**src/rtl/core/swird_pkg.sv**
```systemverilog
`default_nettype none
package swird_pkg;

  // Configuration port.
  localparam int CFG_INDEX_W = 2;
  localparam int CFG_DATA_W  = 12;

  localparam logic [CFG_INDEX_W-1:0] CFG_ROW_PIXELS     = 2'd0;
  localparam logic [CFG_INDEX_W-1:0] CFG_ROWS_PER_FRAME = 2'd1;
  localparam logic [CFG_INDEX_W-1:0] CFG_HEADER_BYTES   = 2'd2;

  localparam logic [11:0] ROW_PIXELS_RESET     = 12'd640;
  localparam logic [11:0] ROWS_PER_FRAME_RESET = 12'd512;
  localparam logic [6:0]  HEADER_BYTES_RESET   = 7'd12;

  // Header length limits, including the sync word.
  localparam logic [6:0] HDR_LEN_MIN = 7'd12;
  localparam logic [6:0] HDR_LEN_MAX = 7'd64;

  // Header byte positions.
  localparam logic [5:0] HDR_SYNC_LEN   = 6'd4;
  localparam logic [5:0] HDR_ROW_LO     = 6'd8;
  localparam logic [5:0] HDR_ROW_HI     = 6'd9;
  localparam logic [5:0] HDR_FRAME_LO   = 6'd10;
  localparam logic [5:0] HDR_FRAME_HI   = 6'd11;

  // Sync word 90 EB 00 00.
  localparam logic [7:0] SYNC_BYTE0 = 8'h90;
  localparam logic [7:0] SYNC_BYTE1 = 8'hEB;
  localparam logic [7:0] SYNC_ZERO  = 8'h00;

  // Width of clamped pixel and row counts (holds up to 8191).
  localparam int CLAMP_W = 13;

  // Parameter defaults.
  localparam int MAX_WIDTH_DEFAULT   = 2048;
  localparam int MAX_HEIGHT_DEFAULT  = 2048;
  localparam int PIXEL_BYTES_DEFAULT = 2;

  // Depth of the queue between parser and output stage.
  localparam int QUEUE_DEPTH = 4;

  typedef enum logic [1:0] {
    PH_HUNT = 2'd0,
    PH_HEAD = 2'd1,
    PH_LOAD = 2'd2
  } phase_t;

  typedef enum logic {
    EV_HEADER = 1'b0,
    EV_PIXEL  = 1'b1
  } ev_kind_t;

  typedef struct packed {
    logic [11:0] row_pixels;
    logic [11:0] rows_per_frame;
    logic [6:0]  header_bytes;
  } cfg_t;

  // One parsed event. For a header event, value carries the frame number.
  typedef struct packed {
    ev_kind_t    kind;
    logic        frame_end;
    logic [10:0] row;
    logic [10:0] col;
    logic [15:0] value;
  } event_t;

  typedef struct packed {
    logic        pixel_valid;
    logic [10:0] row_index;
    logic [10:0] column_index;
    logic [15:0] pixel_value;
    logic        frame_ready;
    logic [15:0] ready_frame_number;
  } result_t;

endpackage
`default_nettype wire

```
**src/rtl/core/sync_word_image_row_deframer.sv**
```systemverilog
// Sync-word image row deframer.
// The input channel takes one raw byte per word: a byte is accepted at a clock edge
// where in_push is high and in_full is low. The parser hunts for the sync word
// 90 EB 00 00, reads a header whose bytes 8-9 hold the row number and 10-11 the
// frame number, then takes one row of pixels. Each pixel of a row in 1..height
// becomes a result word with its row and column; a result word with frame_ready
// set publishes a frame on the last row or when the frame number changes.
// Results are read as from a queue: a word is waiting while out_empty is low and
// is taken at an edge where out_pop is high.
// Throughput is one byte per cycle while in_full is low. The parser writes the
// event queue at the edge that accepts a byte; the output register takes the event
// from the queue once the register is empty or being popped. A stalled receiver
// fills the four-entry event queue, after which in_full rises until words are
// popped again.
// Configuration words (cfg_valid; cfg_ready is always high) take effect at the next
// byte and are meant to be written only while no result word is in flight.
// Synchronous reset returns the parser to sync hunting, empties the queue, clears
// the frame bookkeeping and restores the register defaults (640 pixels per row,
// 512 rows per frame, 12 header bytes).
`default_nettype none
module sync_word_image_row_deframer #(
  parameter int MAX_WIDTH   = swird_pkg::MAX_WIDTH_DEFAULT,
  parameter int MAX_HEIGHT  = swird_pkg::MAX_HEIGHT_DEFAULT,
  parameter int PIXEL_BYTES = swird_pkg::PIXEL_BYTES_DEFAULT
) (
  input  wire logic                             clk,
  input  wire logic                             rst_n,
  input  wire logic                             cfg_valid,
  output logic                                  cfg_ready,
  input  wire logic [swird_pkg::CFG_INDEX_W-1:0] cfg_index,
  input  wire logic [swird_pkg::CFG_DATA_W-1:0]  cfg_data,
  input  wire logic                             in_push,
  output logic                                  in_full,
  input  wire logic [7:0]                       in_data_byte,
  output logic                                  out_empty,
  input  wire logic                             out_pop,
  output logic                                  out_pixel_valid,
  output logic [10:0]                           out_row_index,
  output logic [10:0]                           out_column_index,
  output logic [15:0]                           out_pixel_value,
  output logic                                  out_frame_ready,
  output logic [15:0]                           out_ready_frame_number
);
  import swird_pkg::*;

  cfg_t    cfg_r, cfg_nxt;
  event_t  fr_ev, q_ev;
  logic    fr_push, q_full, q_empty, q_pop;
  logic    out_valid;
  result_t res;

  // Configuration registers; writes beyond the register list are dropped.
  assign cfg_ready = 1'b1;

  always_comb begin
    cfg_nxt = cfg_r;
    if (cfg_valid) begin
      unique case (cfg_index)
        CFG_ROW_PIXELS:     cfg_nxt.row_pixels     = cfg_data;
        CFG_ROWS_PER_FRAME: cfg_nxt.rows_per_frame = cfg_data;
        CFG_HEADER_BYTES:   cfg_nxt.header_bytes   = cfg_data[6:0];
        default: ;
      endcase
    end
  end

  always_ff @(posedge clk) begin
    if (!rst_n) begin
      cfg_r.row_pixels     <= ROW_PIXELS_RESET;
      cfg_r.rows_per_frame <= ROWS_PER_FRAME_RESET;
      cfg_r.header_bytes   <= HEADER_BYTES_RESET;
    end else begin
      cfg_r <= cfg_nxt;
    end
  end

  // Front: byte parser that turns the stream into header and pixel events.
  swird_front #(
    .MAX_WIDTH   (MAX_WIDTH),
    .MAX_HEIGHT  (MAX_HEIGHT),
    .PIXEL_BYTES (PIXEL_BYTES)
  ) u_front (
    .clk          (clk),
    .rst_n        (rst_n),
    .cfg          (cfg_r),
    .in_push      (in_push),
    .in_data_byte (in_data_byte),
    .in_full      (in_full),
    .ev_push      (fr_push),
    .ev           (fr_ev),
    .q_full       (q_full)
  );

  // Short event queue so the parser keeps running while the receiver stalls.
  swird_queue #(
    .WIDTH ($bits(event_t)),
    .DEPTH (QUEUE_DEPTH)
  ) u_queue (
    .clk     (clk),
    .rst_n   (rst_n),
    .push    (fr_push),
    .wr_data (fr_ev),
    .full    (q_full),
    .pop     (q_pop),
    .rd_data (q_ev),
    .empty   (q_empty)
  );

  // Back: frame bookkeeping and the output register.
  swird_back u_back (
    .clk       (clk),
    .rst_n     (rst_n),
    .q_ev      (q_ev),
    .q_empty   (q_empty),
    .q_pop     (q_pop),
    .out_pop   (out_pop),
    .out_valid (out_valid),
    .res       (res)
  );

  assign out_empty              = ~out_valid;
  assign out_pixel_valid        = res.pixel_valid;
  assign out_row_index          = res.row_index;
  assign out_column_index       = res.column_index;
  assign out_pixel_value        = res.pixel_value;
  assign out_frame_ready        = res.frame_ready;
  assign out_ready_frame_number = res.ready_frame_number;

endmodule
`default_nettype wire

```
**src/rtl/core/swird_queue.sv**
```systemverilog
`default_nettype none
module swird_queue #(
  parameter int WIDTH = 8,
  parameter int DEPTH = 4
) (
  input  wire logic             clk,
  input  wire logic             rst_n,
  input  wire logic             push,
  input  wire logic [WIDTH-1:0] wr_data,
  output logic                  full,
  input  wire logic             pop,
  output logic [WIDTH-1:0]      rd_data,
  output logic                  empty
);

  localparam int PTR_W = (DEPTH > 1) ? $clog2(DEPTH) : 1;
  localparam int CNT_W = $clog2(DEPTH + 1);
  localparam logic [PTR_W-1:0] LAST_PTR = PTR_W'(DEPTH - 1);
  localparam logic [CNT_W-1:0] FULL_CNT = CNT_W'(DEPTH);

  logic [WIDTH-1:0] mem_r [DEPTH];
  logic [PTR_W-1:0] wr_ptr_r, wr_ptr_nxt;
  logic [PTR_W-1:0] rd_ptr_r, rd_ptr_nxt;
  logic [CNT_W-1:0] count_r, count_nxt;
  logic             do_push, do_pop;

  assign full    = (count_r == FULL_CNT);
  assign empty   = (count_r == '0);
  assign rd_data = mem_r[rd_ptr_r];
  assign do_push = push & ~full;
  assign do_pop  = pop & ~empty;

  always_comb begin
    wr_ptr_nxt = wr_ptr_r;
    rd_ptr_nxt = rd_ptr_r;
    count_nxt  = count_r;
    if (do_push) begin
      wr_ptr_nxt = (wr_ptr_r == LAST_PTR) ? '0 : wr_ptr_r + 1'b1;
    end
    if (do_pop) begin
      rd_ptr_nxt = (rd_ptr_r == LAST_PTR) ? '0 : rd_ptr_r + 1'b1;
    end
    if (do_push && !do_pop) begin
      count_nxt = count_r + 1'b1;
    end else if (do_pop && !do_push) begin
      count_nxt = count_r - 1'b1;
    end
  end

  always_ff @(posedge clk) begin
    if (!rst_n) begin
      wr_ptr_r <= '0;
      rd_ptr_r <= '0;
      count_r  <= '0;
    end else begin
      wr_ptr_r <= wr_ptr_nxt;
      rd_ptr_r <= rd_ptr_nxt;
      count_r  <= count_nxt;
    end
  end

  always_ff @(posedge clk) begin
    if (do_push) begin
      mem_r[wr_ptr_r] <= wr_data;
    end
  end

endmodule
`default_nettype wire

```
**src/rtl/core/swird_front.sv**
```systemverilog
`default_nettype none
module swird_front #(
  parameter int MAX_WIDTH   = swird_pkg::MAX_WIDTH_DEFAULT,
  parameter int MAX_HEIGHT  = swird_pkg::MAX_HEIGHT_DEFAULT,
  parameter int PIXEL_BYTES = swird_pkg::PIXEL_BYTES_DEFAULT
) (
  input  wire logic              clk,
  input  wire logic              rst_n,
  input  wire swird_pkg::cfg_t   cfg,
  input  wire logic              in_push,
  input  wire logic [7:0]        in_data_byte,
  output logic                   in_full,
  output logic                   ev_push,
  output swird_pkg::event_t      ev,
  input  wire logic              q_full
);
  import swird_pkg::*;

  localparam int COL_W = $clog2(MAX_WIDTH);
  localparam logic [CLAMP_W-1:0] MAX_W_C = CLAMP_W'(MAX_WIDTH);
  localparam logic [CLAMP_W-1:0] MAX_H_C = CLAMP_W'(MAX_HEIGHT);

  phase_t           phase_r, phase_nxt;
  logic [1:0]       sync_r, sync_nxt;
  logic [5:0]       pos_r, pos_nxt;
  logic [15:0]      row_r, row_nxt;
  logic [15:0]      frame_r, frame_nxt;
  logic [7:0]       asm_r, asm_nxt;
  logic             bip_r, bip_nxt;
  logic [COL_W-1:0] col_r, col_nxt;
  logic             in_range_r, in_range_nxt;

  logic               accept;
  logic [6:0]         hlen;
  logic [CLAMP_W-1:0] npix, nrows, rp, rf;
  logic [7:0]         want;
  logic [15:0]        pix;
  logic               last;

  assign in_full = q_full;
  assign accept  = in_push & ~q_full;

  // Clamped register values.
  always_comb begin
    rp = {1'b0, cfg.row_pixels};
    rf = {1'b0, cfg.rows_per_frame};
    if (cfg.header_bytes < HDR_LEN_MIN) begin
      hlen = HDR_LEN_MIN;
    end else if (cfg.header_bytes > HDR_LEN_MAX) begin
      hlen = HDR_LEN_MAX;
    end else begin
      hlen = cfg.header_bytes;
    end
    if (rp == '0) begin
      npix = CLAMP_W'(1);
    end else if (rp > MAX_W_C) begin
      npix = MAX_W_C;
    end else begin
      npix = rp;
    end
    if (rf == '0) begin
      nrows = CLAMP_W'(1);
    end else if (rf > MAX_H_C) begin
      nrows = MAX_H_C;
    end else begin
      nrows = rf;
    end
  end

  always_comb begin
    phase_nxt    = phase_r;
    sync_nxt     = sync_r;
    pos_nxt      = pos_r;
    row_nxt      = row_r;
    frame_nxt    = frame_r;
    asm_nxt      = asm_r;
    bip_nxt      = bip_r;
    col_nxt      = col_r;
    in_range_nxt = in_range_r;
    ev_push      = 1'b0;
    ev           = '0;
    want         = SYNC_ZERO;
    pix          = '0;
    last         = 1'b0;
    if (accept) begin
      unique case (phase_r)
        PH_HEAD: begin
          case (pos_r)
            HDR_ROW_LO:   row_nxt[7:0]    = in_data_byte;
            HDR_ROW_HI:   row_nxt[15:8]   = in_data_byte;
            HDR_FRAME_LO: frame_nxt[7:0]  = in_data_byte;
            HDR_FRAME_HI: frame_nxt[15:8] = in_data_byte;
            default: ;
          endcase
          if (({1'b0, pos_r} + 7'd1) < hlen) begin
            pos_nxt = pos_r + 6'd1;
          end else begin
            phase_nxt    = PH_LOAD;
            pos_nxt      = '0;
            col_nxt      = '0;
            bip_nxt      = 1'b0;
            asm_nxt      = '0;
            in_range_nxt = (row_nxt != '0) && (row_nxt <= 16'(nrows));
            // The output stage decides whether the frame number changed.
            ev_push      = 1'b1;
            ev.kind      = EV_HEADER;
            ev.value     = frame_nxt;
          end
        end
        PH_LOAD: begin
          if (PIXEL_BYTES == 2 && !bip_r) begin
            asm_nxt = in_data_byte;
            bip_nxt = 1'b1;
          end else begin
            pix     = (PIXEL_BYTES == 2) ? {in_data_byte, asm_r} : {8'h00, in_data_byte};
            bip_nxt = 1'b0;
            last    = (CLAMP_W'(col_r) + CLAMP_W'(1)) >= npix;
            col_nxt = col_r + 1'b1;
            if (last) begin
              phase_nxt = PH_HUNT;
              sync_nxt  = '0;
              col_nxt   = '0;
            end
            if (in_range_r) begin
              ev_push      = 1'b1;
              ev.kind      = EV_PIXEL;
              ev.frame_end = last && (row_r == 16'(nrows));
              ev.row       = 11'(row_r - 16'd1);
              ev.col       = 11'(col_r);
              ev.value     = pix;
            end
          end
        end
        default: begin
          // Sync hunt; an unused phase code also lands here.
          phase_nxt = PH_HUNT;
          unique case (sync_r)
            2'd0:    want = SYNC_BYTE0;
            2'd1:    want = SYNC_BYTE1;
            default: want = SYNC_ZERO;
          endcase
          if (in_data_byte == want) begin
            if (sync_r == 2'd3) begin
              sync_nxt  = '0;
              phase_nxt = PH_HEAD;
              pos_nxt   = HDR_SYNC_LEN;
            end else begin
              sync_nxt = sync_r + 2'd1;
            end
          end else begin
            sync_nxt = (in_data_byte == SYNC_BYTE0) ? 2'd1 : 2'd0;
          end
        end
      endcase
    end
  end

  always_ff @(posedge clk) begin
    if (!rst_n) begin
      phase_r    <= PH_HUNT;
      sync_r     <= '0;
      pos_r      <= '0;
      row_r      <= '0;
      frame_r    <= '0;
      asm_r      <= '0;
      bip_r      <= 1'b0;
      col_r      <= '0;
      in_range_r <= 1'b0;
    end else begin
      phase_r    <= phase_nxt;
      sync_r     <= sync_nxt;
      pos_r      <= pos_nxt;
      row_r      <= row_nxt;
      frame_r    <= frame_nxt;
      asm_r      <= asm_nxt;
      bip_r      <= bip_nxt;
      col_r      <= col_nxt;
      in_range_r <= in_range_nxt;
    end
  end

endmodule
`default_nettype wire

```
**src/rtl/core/swird_back.sv**
```systemverilog
`default_nettype none
module swird_back (
  input  wire logic              clk,
  input  wire logic              rst_n,
  input  wire swird_pkg::event_t q_ev,
  input  wire logic              q_empty,
  output logic                   q_pop,
  input  wire logic              out_pop,
  output logic                   out_valid,
  output swird_pkg::result_t     res
);
  import swird_pkg::*;

  logic        out_valid_r, out_valid_nxt;
  result_t     res_r, res_nxt;
  logic [15:0] active_r, active_nxt;
  logic        known_r, known_nxt;
  logic [15:0] pub_r, pub_nxt;
  logic        pub_known_r, pub_known_nxt;

  logic        take;
  logic        produce;
  logic [15:0] cur;

  assign take      = ~q_empty & (~out_valid_r | out_pop);
  assign q_pop     = take;
  assign out_valid = out_valid_r;
  assign res       = res_r;

  always_comb begin
    active_nxt    = active_r;
    known_nxt     = known_r;
    pub_nxt       = pub_r;
    pub_known_nxt = pub_known_r;
    res_nxt       = res_r;
    produce       = 1'b0;
    cur           = known_r ? active_r : q_ev.value;
    if (take) begin
      case (q_ev.kind)
        EV_HEADER: begin
          // The first frame seen becomes active; a change publishes the old
          // frame unless it was already published.
          known_nxt  = 1'b1;
          active_nxt = q_ev.value;
          if (q_ev.value != cur && !(pub_known_r && pub_r == cur)) begin
            pub_nxt       = cur;
            pub_known_nxt = 1'b1;
            produce       = 1'b1;
            res_nxt       = '0;
            res_nxt.frame_ready        = 1'b1;
            res_nxt.ready_frame_number = cur;
          end
        end
        default: begin
          produce              = 1'b1;
          res_nxt              = '0;
          res_nxt.pixel_valid  = 1'b1;
          res_nxt.row_index    = q_ev.row;
          res_nxt.column_index = q_ev.col;
          res_nxt.pixel_value  = q_ev.value;
          if (q_ev.frame_end) begin
            pub_nxt                    = active_r;
            pub_known_nxt              = 1'b1;
            res_nxt.frame_ready        = 1'b1;
            res_nxt.ready_frame_number = active_r;
          end
        end
      endcase
    end
    out_valid_nxt = take ? produce : (out_valid_r & ~out_pop);
  end

  always_ff @(posedge clk) begin
    if (!rst_n) begin
      out_valid_r <= 1'b0;
      active_r    <= '0;
      known_r     <= 1'b0;
      pub_r       <= '0;
      pub_known_r <= 1'b0;
    end else begin
      out_valid_r <= out_valid_nxt;
      active_r    <= active_nxt;
      known_r     <= known_nxt;
      pub_r       <= pub_nxt;
      pub_known_r <= pub_known_nxt;
    end
  end

  always_ff @(posedge clk) begin
    res_r <= res_nxt;
  end

endmodule
`default_nettype wire
```
**config.mk**
```make
export PLATFORM = sky130hd
export DESIGN_NAME = sync_word_image_row_deframer
export DESIGN_NICKNAME = d
export VERILOG_FILES = /design/src/rtl/core/swird_pkg.sv /design/src/rtl/core/sync_word_image_row_deframer.sv /design/src/rtl/core/swird_queue.sv /design/src/rtl/core/swird_front.sv /design/src/rtl/core/swird_back.sv
export SDC_FILE = /design/constraint.sdc
export NUM_CORES = 1
export LEC_CHECK = 0
export ABC_AREA = 1
export BUFFER_PORTS_ARGS = -buffer_cell sky130_fd_sc_hd__buf_2
export CORE_MARGIN = 5
export CORE_UTILIZATION = 60
export DETAILED_ROUTE_END_ITERATION = 8
export GPL_TIMING_DRIVEN = 0
export PLACE_DENSITY = 0.78
export RECOVER_POWER = 25
export SYNTH_ARGS = -nofsm -noshare
export SYNTH_HDL_FRONTEND = slang
export SYNTH_HIERARCHICAL = 1
export SYNTH_SLANG_ARGS = --single-unit
```
**constraint.sdc**
```tcl
create_clock -name clk -period 6.1 [get_ports clk]
set_input_delay 0.915 -clock clk [delete_from_list [all_inputs] [get_ports clk]]
set_output_delay 0.915 -clock clk [all_outputs]
set_load 0.02 [all_outputs]
```
Yosys cells after proc, flatten, opt, wreduce, memory -nomap -nowiden
Memories as Yosys holds them, arrays and structs flattened. A register that Yosys moved wholly into a read port is not among the register bits.
Index checks and enable logic that the tools add are counted.
W data, S select, Z words.
- add/sub/neg operators: 10
- $lt $le $gt $ge: 7
- equality and inequality tests: 23
- mux-type cells: 74
- bitwise logic cells: 14
- reductions and logical operators: 35
- operator list (operator ; number):
    $mux W40 ; 3
    $mux W8 ; 12
    $mux W16 ; 5
    $mux W56 ; 1
    $mux W55 ; 1
    $mux W11 ; 3
    $pmux W16 S2 ; 1
    $pmux W8 S2 ; 2
    $mux W13 ; 2
    $eq A6 B4 Y1 const B ; 4
    $gt A12 B12 Y1 const B ; 2
    $logic_not A12 Y1 ; 2
    $mux W12 ; 2
    $mux W23 ; 1
    $pmux W11 S2 ; 1
    $mux W2 ; 10
    $reduce_and A4 Y1 ; 5
    $mux W6 ; 3
    $mux W1 ; 17
    $mux W17 ; 1
    $eq A16 B13 Y1 ; 1
    $eq A16 B16 Y1 ; 1
    $le A16 B13 Y1 ; 1
    $ne A16 B16 Y1 ; 1
    36 further kinds ; 81
- register bits after elaboration: 192
- bits in writable memories: 160
- memories kept: 1
- memory list (name ; words ; width ; rd ports ; clocked after Yosys merged registers in ; wr ports ; RTL line ; text):
    u_queue.mem_r ; 4 ; 40 ; 1 ; 1 ; 1 ; swird_queue.sv:21 ; logic [WIDTH-1:0] mem_r [DEPTH];

Depth between registers and ports, before layout
Gate-level depths: netlist of run 1.
- word-level depth: 12
- gate-level depth with buffers: 24
- mapped depth without buffers: 23

By module
The synthesis of run 1 kept the hierarchy.
- modules (own cells, without submodules) (module ; instances ; cells each ; area an instance (sq um)):
    swird_queue ; 1 ; 459 ; 6550.0
    swird_front ; 1 ; 884 ; 5431.5
    swird_back ; 1 ; 569 ; 4483.0
    sync_word_image_row_deframer ; 1 ; 196 ; 1397.6

Least setup slack after synthesis of run 1
No wires, ideal clock.
- kind: register to register
- start point: register u_front.pos_r[2]
- end point: memory u_queue/mem_r[0][0] in the netlist's numbering, enable pin
- arrival: 3.931 ns
- required time: 5.663 ns
- path slack: 1.732 ns
- stages on the path, launching flop included: 16
- buffers on the path: 1
- period minus slack after synthesis: 4.368 ns
- path through: dfxtp_1 -> nand3_1 -> nor2_1 -> nand2_1 -> xor2_1 -> inv_1 -> ha_1 -> nand2_1 -> nor2_1 -> nand2_1 -> nand2_1 -> nand2_1 -> buf_2 -> a21oi_1 -> nand2_1 -> nor2_1
- cells in the longest elaborated chain, start to end: 8
- ends and longest elaborated chain (what ; RTL line ; text):
    start: declaration ; swird_front.sv:25 ; logic [5:0] pos_r, pos_nxt;
    start signal: assignment ; swird_front.sv:172 ; pos_r <= pos_nxt;
    $add A6 B1 Y7 ; swird_front.sv:95 ; if (({1'b0, pos_r} + 7'd1) < hlen) begin
    $lt A7 B7 Y1 ; swird_front.sv:95 ;
    $mux W1 ; swird_front.sv:95 ;
    $pmux W1 S2 ; swird_front.sv:86 ; unique case (phase_r)
    $mux W1 ; swird_front.sv:85 ; if (accept) begin
    via fr_push ; sync_word_image_row_deframer.sv:48 ; logic fr_push, q_full, q_empty, q_pop;
    $and A1 B1 Y1 ; swird_queue.sv:30 ; assign do_push = push & ~full;
    $mux W1 ; swird_queue.sv:63 ; if (do_push) begin
    $mux W1 (not written as such) ; swird_queue.sv:64 ; mem_r[wr_ptr_r] <= wr_data;
    end: declaration ; swird_queue.sv:21 ;
The timed path passes the listed nets, and every way through them passes these cells.

Worst setup path in the final report of run 1
- start point: register u_front.pos_r[2]
- end point: memory u_queue/mem_r[0][32] in the netlist's numbering, enable pin
The elaborated chain is that of the path after synthesis.

==> qor.txt, run 1 <==
Total GRT Usage - 27.4%
# DRC - 0
Vias - 14900
Power Total - 0.00515 W
CP Cell Sequence - nand3_1 > nor2_1 > nand2_1 > xor2_1 > inv_1 > ha_1 > nand2_1 > nor2_1 > nand2_1 > nand2_1 > nand2_1 > buf_2 > a21oi_1 > nand2_1 > nor2_4 > buf_16
RSZ-0062 raised after global routing - no
CTS root buffer - clkbuf_16
Leakage - 8.59 nW
CORE AREA - 29500 sq um
Critical path peak fanout - 23
Mapped Avg Cell Area - 8.47 sq um
Post-synthesis async set-or-reset flop share - 0%
Yosys reg bits - 354
Chip Height - 183 um
Cts hold-fix bufs - 0
Startpoint Class - flop
Power Density - 258 nW/um^2
Drt wl/cell - 17.5 um
Clock Latency Late Sink - 0.53 ns
Final net count - 2311
Max Fclk - 213 MHz
DRT Wirelength - 46.5 mm
Final min period - 4.68 ns
CTS tree - built
CP Class - reg2reg
Most common flop cell mapped by yosys - edfxtp_1
Post-synth EDFFs - 216
Slew Limit Fails - 0
Status - complete, no violations
Crit end category - flop
Synth Cell Area - 17900 sq um
Fin Clk Skew - 0.0163 ns
Routability cong. - 0.932
Die width - 183 um
Max Cap Viol - 0
Post-synthesis sequential area ratio - 51.8%
DRT iter0 DRCs - 1345
Synth Net Count - 2184
Peak VDD IR - 0.204 mV
Htree depth - 2
Inserted Clock Buffers - 37
# diodes - 0
Final hold vios - 0
Num rows - 63
CP max stage delay - 0.77 ns
Largest net degree at the start of global routing - 38
Hpwl dp - 33.4 mm
R2r setup slk - 1.42 ns
Fillers - 2356
Vias in the first global route - 14100
CTS sink count - 354
Fin Setup TNS - 0 ns
First-pass GRT wire length - 73.4 mm
Vias per cell - 5.60
Crit path top cell by count - nand2_1
Share of layout cells above drive strength 1 - 8.70%
Slowest CP cell - nor2_4
Slew margin rel. - 27.5%
Clock Pin Slew Worst Setup and Hold Paths - 0.06 ns
Postcts setup bufs - 0
PortBufs - 83
Final setup vio count - 0
CP required - 6.33 ns
Tcrit/Tclk final - 76.8%
Die Area - 33300 sq um
Ports - 86
Antenna-violating nets left - 0
Initial core utilization - 60.6%
Overflow after GRT - 0
WP data arrival - 4.91 ns
Post-CTS sizing - 0
Yosys warning count - 6
Slew @ Worst Pin - 1.09 ns
Cell variety after synth - 47
Clk buf depth - 3
Initial antenna violation count - 0
Hold/Removal Path Class - reg2reg
DR pass1 iterations - 5
Synth-to-Final Area Change - 12.0%
Post-synthesis cell count - 2108
## report_power, final
group / internal [W] / leakage (nW) / switching, W
registers: 0.00254 / 3.14 / 0.0000284
logic: 0.000126 / 4.88 / 0.000274
clock network: 0.00125 / 0.567 / 0.000934
## through the flow
step	setup WS (ns)	instance area (sq um)	instances	hold slack [ns]	util, %
detailed placement	1.62	18900	2586	0.457	64.1
finish	1.42	20000	2654	0.464	67.9
CTS	1.55	20100	2654	0.466	68.2
global placement	-0.213	18800	2581	0.454	63.7
global route	1.27	20000	2654	0.483	67.9
floorplan	1.73	17900	2108	0.437	-
## layout make-up
type | count | area [sq um] | share of cell area [%]
inverter | 274 | 1040 | 5.20
timing repair buffer | 88 | 450 | 2.25
clock buffer | 46 | 991 | 4.95
multi-input combinational | 1388 | 6930 | 34.6
sequential | 354 | 9250 | 46.2
clock inverter | 22 | 198 | 0.988
tap | 390 | 488 | 2.44
buffer | 92 | 659 | 3.30
## cell usage in the layout, fill, tap and decap left out, types with 4 or more instances in the layout
cell type,count
nor2_4,5
clkinv_1,6
ha_1,48
nand3b_1,7
or2_2,4
a21oi_2,15
xor2_1,10
nand3_1,107
buf_12,8
a21oi_1,124
buf_2,41
nand3_4,4
nand2_1,478
clkinvlp_4,5
o21a_1,29
inv_1,266
o21ai_1,37
clkbuf_16,38
nand3_2,11
nand4_1,37
dfxtp_1,138
nor4_1,5
nor3_1,16
edfxtp_1,216
o22ai_1,40
clkinv_2,7
buf_6,18
or2_1,17
clkbuf_1,101
buf_8,4
buf_4,13
o21ai_0,127
nor2_1,245
inv_2,5
## metal layers
metal | GRT usage [%] | wire length [um]
met1 | 34.5 | 18600
met2 | 48.0 | 22900
met3 | 3.45 | 3170
met4 | 11.3 | 1930
met5 | 0 | 0
## Yosys cell counts (5+ instances only)
| master | count | area, sq um |
|---|---|---|
| nand2_1 | 478 | 1790 |
| inv_1 | 267 | 1000 |
| nor2_1 | 246 | 923 |
| edfxtp_1 | 216 | 6490 |
| dfxtp_1 | 138 | 2760 |
| o21ai_0 | 126 | 631 |
| a21oi_1 | 124 | 621 |
| nand3_1 | 107 | 536 |
| ha_1 | 48 | 601 |
| o22ai_1 | 40 | 250 |
| o21ai_1 | 38 | 190 |
| nand4_1 | 37 | 231 |
| clkbuf_1 | 31 | 116 |
| o21a_1 | 29 | 218 |
| buf_2 | 18 | 90.1 |
| buf_6 | 18 | 203 |
| or2_1 | 17 | 106 |
| nor3_1 | 16 | 80.1 |
| a21oi_2 | 15 | 131 |
| buf_4 | 13 | 97.6 |
| nand3_2 | 11 | 110 |
| xor2_1 | 10 | 87.6 |
| nand3b_1 | 7 | 52.6 |
| nor4_1 | 5 | 31.3 |
## cells by family after synthesis
| kind of cell | count (synthesis) | share of synthesized area, % |
|---|---|---|
| flip-flops | 354 | 51.8 |
| buffers and inverters | 366 | 9.53 |
| XOR/XNOR | 12 | 0.588 |
| adder cells (fa/ha/maj) | 49 | 3.47 |
| AND/OR/NAND/NOR | 945 | 22.8 |
| AO/OA/AOI/OAI | 381 | 11.8 |
| other | 1 | 0.0210 |
## path summary, 6_finish.rpt
kind / start / cells after the start / to
worst max-delay path: u_front/pos_r[2] / 16 / u_queue/mem_r[0][32]
worst min-delay path: u_front/asm_r[2] / 2 / u_front/asm_r[2]
worst max register to register: u_front/pos_r[2] / 16 / u_queue/mem_r[0][32]
worst min register to register: u_front/asm_r[2] / 2 / u_front/asm_r[2]
## flip-flops by register name (all words and copies together) (netlist names), 2 cells and up, named ones only
name and count:
u_queue/rd_ptr_r 2, u_front/pos_r 6, cfg_r 31, u_front/sync_r 2, u_back/res 56, u_front/row_r 16
u_back/pub_r 16, u_queue/count_r 3, u_front/col_r 11, u_queue/mem_r 160, u_queue/wr_ptr_r 2, u_front/phase_r 2
u_front/frame_r 16, u_front/asm_r 8, u_back/active_r 16
## critical path, delay by kind of cell, from the launching register on
kind,cells,cell delay (ns)
compound gates,1,0.69
xor+xnor,1,0.14
fa+ha+maj,1,0.28
buf+inv,3,0.57
flops,1,0.54
simple gates,10,2.12
Power figures use the tool's default switching activity.
==> run 2: changes to the inputs <==
- clock period: 6.1 -> 4.5 ns (I/O delays scaled with it)
==> qor.txt, run 2 (synthesis results as in run 1) <==
Status - complete, no violations
Tcrit/Tclk final - 92.2%
Share of layout cells above drive strength 1 - 8.83%
R2R depth - 19
Initial core utilization - 60.6%
Post-route insts no fill - 2655
Ports - 86
Fin Setup TNS - 0 ns
Fin Clk Skew - 0.0197 ns
Drt wl/cell - 17.7 um
Die width - 183 um
# DRC - 0
DRT Wirelength - 46.9 mm
Worst Hold Launch - cfg_data[11]
Hold/Removal Path Class - in2reg
Cts hold-fix bufs - 0
Final setup vio count - 0
Routability cong. - 0.932
Antenna-violating nets left - 0
Num rows - 63
Critical path peak fanout - 10
CP required - 4.91 ns
Final min period - 4.15 ns
Vias - 14900
Largest net degree at the start of global routing - 38
Commonest non-fill, non-tap cell in the layout - nand2_1
Clock Latency Late Sink - 0.53 ns
Critical R2R Launch - u_front/pos_r[0]
Initial antenna violation count - 0
CTS tree - built
Htree depth - 2
Critical path launch point - u_front/pos_r[0]
Synth-to-Final Area Change - 12.1%
Power Density - 349 nW/um^2
Hpwl dp - 33.4 mm
RSZ-0062 raised after global routing - no
Slew @ Worst Pin - 1.09 ns
Max Fclk - 241 MHz
Met2 global-route usage - 48.3%
Reg with most FFs - u_queue/mem_r
# diodes - 0
Die Area - 33300 sq um
CORE AREA - 29500 sq um
Global routing usage on met1 - 34.8%
WP data arrival - 4.56 ns
DRT iter0 DRCs - 1331
Global-route met3 utilization - 3.49%
Clock Pin Slew Worst Setup and Hold Paths - 0.06 ns
Max Cap Viol - 0
Peak VDD IR - 0.276 mV
First-pass GRT wire length - 73.8 mm
Dpl cell area - 18900 sq um
Total GRT Usage - 27.6%
PortBufs - 83
Clk buf depth - 3
Largest register FFs - 160
Worst hold endpoint - cfg_r[18]
CTS root buffer - clkbuf_16
Overflow after GRT - 0
RR Endpoint - u_queue/count_r[1]
Inserted Clock Buffers - 37
Slew Limit Fails - 0
Hold slack - 0.405 ns
Vias in the first global route - 14200
CP Class - reg2reg
Vias per cell - 5.59
Most frequent cells in the layout - nand2_1, inv_1, nor2_1, edfxtp_1, dfxtp_1
Final net count - 2312
Crit end category - flop
Chip Height - 183 um
Slew margin rel. - 27.1%
Design Area, Final - 20000 sq um
DP Cell Count - 2586
R2r setup slk - 0.35 ns
Final hold vios - 0
Multi-input gate area - 6940 sq um
Postcts setup bufs - 0
DR pass1 iterations - 7
GRT busiest layer - met2
Fillers - 2353
Sequential cell area - 9250 sq um
Hold path cells - 3
CTS sink count - 354
Startpoint Class - flop
Leakage - 8.59 nW
## run 2: cell types whose count changed in the layout (fill, tap and decap cells not counted), sizes merged
cell / before / now
nor2: 253 / 254
## run 2: metrics by stage
step           util, %  power, W  setup WS [ns]
5_1_grt           67.9   0.00724         0.0499
3_5_place_dp      64.1   0.00407         0.0164
6_report          67.9   0.00699          0.352
3_3_place_gp      63.7   0.00406          -1.81
2_1_floorplan        -   0.00392          0.132
4_1_cts           68.2   0.00702          0.249
## run 2: critical path: stages (launching register included)
cell,delay [ns]
dfxtp_1,0.44
ha_1,0.31
nand4_1,0.15
nand2_1,0.10
inv_1,0.06
ha_1,0.31
a21oi_1,0.13
nor2_1,0.05
nor3_1,0.29
nand2_1,0.14
nand2_1,0.24
buf_2,0.28
a21oi_2,0.18
nand2_2,0.30
inv_1,0.08
ha_1,0.22
inv_1,0.09
fa_1,0.40
o21ai_0,0.21
nor2_1,0.07
## run 2: per-layer routing
| layer | wire, um | vias up |
|---|---|---|
| met4 | 1980 | 0 |
| met5 | 0 | - |
| li1 | - | 7226 |
| met1 | 18700 | 6928 |
| met2 | 23200 | 582 |
| met3 | 3120 | 114 |
## run 2: worst max path at each step
stage          slack, ns              endpoint  cells past startpoint
3_5_place_dp        0.02  u_queue/mem_r[0][13]                     16
2_1_floorplan       0.13   u_queue/mem_r[0][0]                     15
3_3_place_gp       -1.81  u_queue/mem_r[0][13]                     15
5_1_grt             0.05    u_queue/count_r[1]                     19
4_1_cts             0.25    u_queue/count_r[1]                     19
6_report            0.35    u_queue/count_r[1]                     19
## run 2: final cells by class
cell class | count | area share, %
Timing Repair Buffer | 88 | 2.25
Inverter | 274 | 5.20
Tap cell | 390 | 2.44
Clock buffer | 46 | 4.95
Sequential cell | 354 | 46.2
Buffer | 92 | 3.29
Clock inverter | 22 | 0.988
Multi-Input combinational cell | 1389 | 34.7
## run 2: power breakdown
group	internal [W]	switching (W)
Combinational	0.000171	0.000371
Sequential	0.00344	0.0000387
Clock	0.00170	0.00127
## run 2: timing repair
| item | CTS | global route |
|---|---|---|
| gates resized for setup | 1 | 1 |
| pin swaps | 1 | 0 |
| cloned | 1 | 0 |
| setup endpoints to repair | 18 | 2 |
==> run 3: changes to the inputs <==
==> constraint.sdc (replaced) <==
create_clock -name clk -period 4.5 [get_ports clk]
set_input_delay 0 -clock clk [delete_from_list [all_inputs] [get_ports clk]]
set_output_delay 0 -clock clk [all_outputs]
set_load 0.02 [all_outputs]
==> qor.txt, run 3 (synthesis results as in run 1) <==
Slew margin rel. - 27.3%
CP required - 4.91 ns
RSZ-0062 raised after global routing - no
Commonest non-fill, non-tap cell in the layout - nand2_1
DRT iter0 DRCs - 1362
Critical R2R Launch - u_front/pos_r[0]
Power Density - 344 nW/um^2
Largest net degree at the start of global routing - 38
Num rows - 63
Reg with most FFs - u_queue/mem_r
Hold/Removal Path Class - in2reg
First-pass GRT wire length - 75.3 mm
Max Fclk - 241 MHz
R2r setup slk - 0.34 ns
CTS root buffer - clkbuf_16
Slowest CP cell - dfxtp_1
Critical path peak fanout - 10
Final hold vios - 0
# diodes - 0
PortBufs - 83
Vias in the first global route - 14500
Max Cap Viol - 0
Peak VDD IR - 0.276 mV
Fin Clk Skew - 0.0161 ns
DRT Wirelength - 47.8 mm
# DRC - 0
Final min period - 4.16 ns
Routability cong. - 0.932
Total GRT Usage - 28.2%
Clock Pin Slew Worst Setup and Hold Paths - 0.06 ns
CORE AREA - 29500 sq um
Clk buf depth - 3
Drt wl/cell - 17.7 um
Crit end category - flop
WP data arrival - 4.57 ns
Antenna-violating nets left - 0
DP Cell Count - 2586
CTS sink count - 354
Die Area - 33300 sq um
Clock Latency Late Sink - 0.53 ns
DR pass1 iterations - 6
CP Class - reg2reg
Chip Height - 183 um
Post-route insts no fill - 2696
Critical path launch point - u_front/pos_r[0]
Most frequent cells in the layout - nand2_1, inv_1, nor2_1, edfxtp_1, dfxtp_1
Vias per cell - 5.59
Vias - 15100
CP Cell Sequence - ha_1 > nand4_1 > nand2_1 > inv_1 > ha_1 > a21oi_1 > nor2_1 > nor3_1 > nand2_1 > nand2_1 > buf_2 > a21oi_2 > nand2_2 > inv_1 > ha_1 > inv_1 > fa_1 > o21ai_0 > nor2_1
Die width - 183 um
CTS tree - built
Buf/Inv on CP - 4
Fin Setup TNS - 0 ns
Slew Limit Fails - 0
Hpwl dp - 33.4 mm
Slew @ Worst Pin - 1.09 ns
Final setup vio count - 0
Tcrit/Tclk final - 92.4%
CP delay by family, top - simple AND/OR/NAND/NOR gates
Status - complete, no violations
Ports - 86
Initial core utilization - 60.6%
Inserted Clock Buffers - 37
Synth-to-Final Area Change - 14.4%
Postcts setup bufs - 0
CP max stage delay - 0.43 ns
Initial antenna violation count - 0
Final net count - 2353
Startpoint Class - flop
Largest register FFs - 160
Leakage - 8.76 nW
Htree depth - 2
Worst Hold Launch - out_pop
Overflow after GRT - 0
Share of layout cells above drive strength 1 - 8.63%
Hold slack - 0.290 ns
==> run 3: final cells by class <==
cell class | instances | area (sq um)
clock buffers | 46 | 991
multi-input cells | 1389 | 6940
fillers | 2294 | 9050
inverters | 274 | 1040
plain buffers | 92 | 659
repair buffers | 129 | 860
clock inverters | 22 | 198
flip-flops and latches | 354 | 9250
well taps | 390 | 488
==> run 3: path summary, 6_finish.rpt <==
| path | end | cells after the start |
|---|---|---|
| max reg2reg | u_queue/count_r[1] | 19 |
| min | u_back/out_valid | 5 |
| min reg2reg | u_front/asm_r[2] | 2 |
| max | u_queue/count_r[1] | 19 |
==> run 3: routing by layer <==
layer  routed length [um]  up-vias  global-route usage [%]
met5                    0        -                       0
met4                 2170        0                    12.3
met3                 3170      128                    3.59
met2                23600      636                    49.5
met1                18900     6988                    35.0
li1                     -     7311                       -
==> run 3: through the flow <==
stage	utilization, %	setup WS [ns]	total power, W	cell area (sq um)
detailed placement	64.1	0.0164	0.00407	18900
global placement	63.7	-1.81	0.00406	18800
finish	69.3	0.344	0.00702	20400
CTS	69.6	0.249	0.00704	20500
global route	69.3	0.0513	0.00727	20400
floorplan	-	0.132	0.00392	17900
==> run 3: what timing repair did <==
action | 4_1_cts | 5_1_grt
endpoints found under the hold margin | 83 | 0
pin swaps | 1 | 0
resized for setup | 1 | 1
hold buffers | 41 | 0
setup endpoints to repair | 18 | 2
cloned | 1 | 0
==> run 3: worst register-to-register path: cells and delay by family, from the launching register on <==
| kind | cells | cell delay (ns) |
|---|---|---|
| simple gates | 8 | 1.34 |
| flops | 1 | 0.43 |
| compound gates | 3 | 0.53 |
| fa+ha+maj | 4 | 1.24 |
| buf+inv | 4 | 0.51 |
==> run 3: power breakdown <==
| group | total [W] | leakage, nW | internal [W] | switching [W] |
|---|---|---|---|---|
| Sequential | 0.00348 | 3.14 | 0.00344 | 0.0000385 |
| Combinational | 0.000573 | 5.05 | 0.000193 | 0.000380 |
| Clock | 0.00297 | 0.567 | 0.00170 | 0.00127 |
| Total | 0.00702 | 8.76 | 0.00533 | 0.00169 |
